<file path="src/ffm_pkg.sv">
// Shared types and constants for the flow field moments block.
// No dependencies; used by every module in src but ffm_checker.
package ffm_pkg;

	localparam int unsigned TALLY_W = 21;
	localparam int unsigned RSUM_W  = 30;
	localparam int unsigned GSUM_W  = 37;
	localparam int unsigned PSUM_W  = 54;
	localparam int unsigned DIV_W   = 54;
	localparam int unsigned DCNT_W  = 6;
	localparam logic [TALLY_W-1:0] MAX_TALLY = 21'd1048576;

	localparam logic CMD_CENTROID = 1'b0;
	localparam logic CMD_MOTION   = 1'b1;

	// classified pixel handed from front to back
	typedef struct packed {
		logic        cmd;
		logic        counted;
		logic        last;
		logic [9:0]  row;
		logic [9:0]  col;
		logic signed [15:0] grad_x;
		logic signed [15:0] grad_y;
	} pix_t;

	typedef enum logic [4:0] {
		ST_ACC  = 5'b00001,
		ST_PROD = 5'b00010,
		ST_DIV  = 5'b00100,
		ST_NEXT = 5'b01000,
		ST_OUT  = 5'b10000
	} back_state_t;

endpackage

</file>
<file path="src/ffm_front.sv">
// Front end: accept pixels, classify them against threshold and frame, queue them.
// Depends on ffm_pkg.
module ffm_front #(
	parameter int unsigned FRAME_ROWS = 1024,
	parameter int unsigned FRAME_COLS = 1024
) (
	input  logic                clk,
	input  logic                arst_n,
	input  logic                valid_in,
	output logic                ready_out,
	input  logic                cmd,
	input  logic [9:0]          row,
	input  logic [9:0]          col,
	input  logic [15:0]         pixel_time,
	input  logic signed [15:0]  grad_x,
	input  logic signed [15:0]  grad_y,
	input  logic                last,
	input  logic [15:0]         threshold,
	output logic                q_valid,
	input  logic                q_pop,
	output ffm_pkg::pix_t       q_head
);
	ffm_pkg::pix_t fifo_q [4];
	logic [1:0] wr_q, rd_q;
	logic [2:0] cnt_q;
	ffm_pkg::pix_t pix;
	logic push;

	// classify the incoming pixel; 13 bits hold frame sizes up to 8191
	always_comb begin
		pix.cmd = cmd;
		pix.last = last;
		pix.row = row;
		pix.col = col;
		pix.grad_x = grad_x;
		pix.grad_y = grad_y;
		pix.counted = (pixel_time > threshold) && ({3'b0, row} < 13'(FRAME_ROWS))
			&& ({3'b0, col} < 13'(FRAME_COLS));
	end

	assign ready_out = (cnt_q != 3'd4);
	assign push = valid_in && ready_out;
	assign q_valid = (cnt_q != 3'd0);
	assign q_head = fifo_q[rd_q];

	// store queued pixels
	always_ff @(posedge clk) begin
		if (push) fifo_q[wr_q] <= pix;
	end

	// advance queue pointers
	always_ff @(posedge clk or negedge arst_n) begin
		if (!arst_n) begin
			wr_q <= '0;
			rd_q <= '0;
			cnt_q <= '0;
		end else begin
			if (push) wr_q <= wr_q + 2'd1;
			if (q_pop) rd_q <= rd_q + 2'd1;
			cnt_q <= cnt_q + 3'(push) - 3'(q_pop);
		end
	end
endmodule

</file>
<file path="config.mk">
export PLATFORM = sky130hd
export DESIGN_NAME = ffm_front
export DESIGN_NICKNAME = d
export VERILOG_FILES = /design/src/ffm_pkg.sv /design/src/ffm_front.sv
export SDC_FILE = /design/constraint.sdc
export NUM_CORES = 1
export LEC_CHECK = 0
export ABC_CLOCK_PERIOD_IN_PS = 2700
export BUFFER_PORTS_ARGS = -buffer_cell sky130_fd_sc_hd__buf_2
export CORE_MARGIN = 3
export CORE_UTILIZATION = 45
export DETAILED_ROUTE_END_ITERATION = 6
export GPL_ROUTABILITY_DRIVEN = 0
export PLACE_DENSITY = 0.75
export SLEW_MARGIN = 10
export SYNTH_ARGS = -nofsm -noshare
export SYNTH_HDL_FRONTEND = slang
export SYNTH_SLANG_ARGS = --single-unit
</file>
<file path="constraint.sdc">
create_clock -name clk -period 2.7 [get_ports clk]
set_input_delay 0.54 -clock clk [delete_from_list [all_inputs] [get_ports clk]]
set_output_delay 0.54 -clock clk [all_outputs]
set_load 0.05 [all_outputs]
</file>
# After elaboration in Yosys (flattened, before gate mapping)
# Memory sizes are Yosys's and may differ from the RTL's.
# Cells that the tools add are included.
word_totals:
  ramBits: 220
  reg_bits: 7
  memories: 1
  inputBits: 90
  out_inout_bits: 57
  latchBits: 0
  mem_bits_ro: 0
  wordCells: 14
mem_list:
  columns: ["name", "depth", "width", "read_ports", "rd_clocked_by_memory_dff", "write_ports", "line_no", "rtl"]
  rows:
  - ["fifo_q", 4, 55, 1, 0, 1, "ffm_front.sv:23", "ffm_pkg::pix_t fifo_q [4];"]
op_classes:
  multipliers: 0
  bitwise_logic: 0
  n_lt_le_gt_ge: 1
  muxes: 2
  div_mod_pow: 0
  n_addsub: 4
  n_eq_ne: 1
  n_reduce_logical: 2
  shifts: 0
ops:
  columns: ["op", "count"]
  rows:
  - ["$gt 16x16->1", 1]
  - ["$add 2x1->2 const B", 2]
  - ["$add 3x1->3", 1]
  - ["$ne 3x3->1 const B", 1]
  - ["$reduce_bool 3->1", 1]
  - ["$sub 3x1->3", 1]
  - ["$mux 1", 2]
  - ["$logic_and 1x1->1", 1]

# Depth between registers and ports, before layout
logic_depth:
  depth_word: 4
  mapped_depth: 9
  ltp_nobuf: 9

# Worst setup path after synthesis
# No wires, ideal clock.
synth_path:
  path_kind: "reg-to-reg"
  from: "reg cnt_q[1]"
  to: "mem fifo_q[1][0] in the netlist's numbering, enable pin"
  setup_slack_ns: 0.025
  required_ns: 2.281
  setup_time_ns: 0.419
  path_stages_with_launch: 4
  period_less_slack_ns: 2.675
  arrival_ns: 2.257
  path_buffers: 0
  path_cell_list: "dfrtp_1 > nor2_1 > nand2_1 > and3_1"
synth_between:
  elab_chain_len: 4
synth_rtl:
  columns: ["item", "line_no", "rtl"]
  rows:
  - ["start, declared", "ffm_front.sv:25", "logic [2:0] cnt_q;"]
  - ["start signal, assigned", "ffm_front.sv:60", "cnt_q <= cnt_q + 3'(push) - 3'(q_pop);"]
  - ["$ne 3x3->1", "ffm_front.sv:41", "assign ready_out = (cnt_q != 3'd4);"]
  - ["named net ready_out", "ffm_front.sv:10", "output logic ready_out,"]
  - ["$logic_and 1x1->1", "ffm_front.sv:42", "assign push = valid_in && ready_out;"]
  - ["$mux 1", "ffm_front.sv:48", "if (push) fifo_q[wr_q] <= pix;"]
  - ["$mux 1 (implied by the code)", "ffm_front.sv:48", null]
  - ["end, declared", "ffm_front.sv:23", null]
# The timed path passes the listed nets, and every way through them passes these cells.

==> run summary <==
outcome = completed
Hold/Removal Path Class = input port to flip-flop
Arr. time, crit path = 2.04 ns
vias in the first global route = 4,901
Final setup violation count = 0
Power Dens Cells = 1230 nW/um^2
FILL cells = 1,447
Setup CP Type = flip-flop to primary output
DR vias = 4,326
CP Data Required Time = 2.16 ns
antenna violations before repair = 1
Max-cap violations = 0
Yosys warning total = 0
final non-filler cell area = 10,600 um^2
Port Buffer Count = 146
Leak = 3.87 nW
initial core utilization = 46.2%
post-synthesis xor/xnor area fraction = 0.501%
grt ovf = 0
clock sinks = 227
most frequent cell after synthesis = edfxtp_1
maximum vdd drop = 0.483 mV
Layout Nets = 665
Clock Latency Late Sink = 0.50 ns
drt first pass iters = 4
RSZ-0062 raised after global routing = no
core area = 18,900 um^2
post-route ant nets = 0
area share of the largest cell type after synthesis = 75.6%
initial drt markers = 220
post-cts sizing count = 0
Max clock buf depth = 3
Mapped Nets = 491
main combinational cell family by area after synthesis = multiplexers
placed cell area = 9850 um^2
layout overhead on the synthesized area = 21.9%
critical path peak fanout = 9
library cells used by synthesis = 28
syn avg cell area = 23.1 um^2
share of cells above drive strength 1 = 45.5%
EDFF count, synth = 220
first-pass GRT wire length = 26,200 um
mux contribution to synthesized area = 14.3%
Post-Syn Area = 8730 um^2
Synth Area in Compound Gates = 0.845%
IO Pins = 147
critical path launch point type = flip-flop
Min Clock Period, post-route = 2.58 ns
worst slew pin tran = 0.598 ns
post-DP HPWL = 10,700 um
Cell Rows = 50
Syn Inst Count = 378
Hold WS = 0.254 ns
DIE WIDTH = 145 um
DRC = 0
Top FF cell, synth = edfxtp_1
Routed Wire Length = 16,500 um
largest net degree at the start of global routing = 38
Synth Area in Adders = 3.38%
simple-gate portion of the synthesized area = 1.35%
clk slew on worst S/H paths = 0.06 ns
Slew HR = 60.1%
Post-synth ARST share = 3.08%
Final Max Tran Viols = 0
all-layer global routing usage = 15.8%
CTS tree = done
wire per inst = 19.8 um
H-tree levels = 1
cts bufs inserted = 23
fin util = 56.3%
clk root buf = clkbuf_16
crit end category = primary output
Die Area = 21,100 um^2
Synth area leader = edfxtp_1
Final Hold Fails = 0
top cells by count, synth = edfxtp_1, mux4_2, ha_1, inv_1, dfrtp_1
most area-consuming cells after synthesis = edfxtp_1, mux4_2, ha_1
vias per inst = 5.21
Tcrit/Tclk final = 95.7%
die height = 145 um
register area share after synthesis = 77.7%
FMAX = 387 MHz
Yosys reg bits = 227
Setup TNS = 0 ns
worst clock skew = 0.0120 ns
-- state kept, by name, indices dropped and copies added (netlist names) --
name    count
cnt_q       3
fifo_q    220
rd_q        2
wr_q        2
-- metrics by stage --
| stage | std cells | total power, mW | setup slack (ns) |
|---|---|---|---|
| after floorplan | 378 | 8.82 | 0.0246 |
| after global placement | 786 | 9.95 | 0.595 |
| after detailed placement | 786 | 10.1 | 0.596 |
| after CTS | 829 | 13.3 | 0.0651 |
| after global routing | 830 | 13.7 | 0.00863 |
| final | 830 | 13.1 | 0.117 |
-- cell usage in the layout, fill, tap and decap left out, types with 4 or more instances in the layout --
master     Yosys  final
dfrtp_1        7      5
clkinv_1       0      4
ha_1          22     22
inv_1         22     22
clkbuf_16      0     23
nand2_1        5      5
and3_2         0      4
a21oi_1        6      6
edfxtp_1     220    220
mux4_2        55     55
buf_2          5    146
buf_4          2     11
clkinv_2       0      4
bufinv_16      0      4
-- worst paths after layout --
kind                                      endpoint                start  cells after the start  slack (ns)
max in group asynchronous      rd_q[0]$_DFFE_PN0P_               arst_n                      2        2.11
min in group asynchronous       cnt_q[1]$_DFF_PN0_               arst_n                      2        0.40
min                        fifo_q[3][46]$_DFFE_PP_               row[4]                      1        0.25
max reg2reg                     cnt_q[2]$_DFF_PN0_   cnt_q[1]$_DFF_PN0_                      9        0.70
min reg2reg                     cnt_q[0]$_DFF_PN0_   cnt_q[0]$_DFF_PN0_                      1        0.53
max                                     q_head[51]  rd_q[0]$_DFFE_PN0P_                      3        0.12
-- power by group --
group          total, mW  internal [mW]  switching, mW
Clock               3.21           1.95           1.26
Sequential          4.90           4.67          0.231
Combinational       5.01           1.56           3.45
Total               13.1           8.18           4.94
-- worst max-delay path: stages (launching register included) --
cell     delay [ns]
dfrtp_4        0.49
buf_4          0.26
mux4_2         0.56
buf_2          0.23
-- metal layers --
layer,up-vias,part of all wire (%),track usage (%),routed length (um)
met5,-,0,0,0
met1,2238,38,19.0,6220
met2,147,53,28.3,8790
met4,0,2.2,4.80,370
met3,27,6.6,3.72,1090
li1,1914,-,-,-
-- timing repair --
action,in CTS,in global routing
hold buffers,1,0
hold endpoints to repair,7,0
buffers inserted,0,0
-- layout make-up --
cell class                      count  area (um^2)  area share [%]
Multi-Input combinational cell    117         1790            16.8
Clock buffer                       25          583            5.48
Inverter                           22         82.6           0.776
Tap cell                          260          325            3.06
Timing Repair Buffer              161          883            8.30
Sequential cell                   227         6790            63.8
Antenna cell                        1         2.50          0.0235
Clock inverter                     17          196            1.85
-- cells by family after synthesis --
logic type	after synthesis
AND/OR/NAND/NOR	21
flip-flops	227
multiplexers	56
adder cells (fa/ha/maj)	23
XOR/XNOR	5
buffers and inverters	34
AO/OA/AOI/OAI	12
No activity file was read; power rests on OpenSTA's default activity.
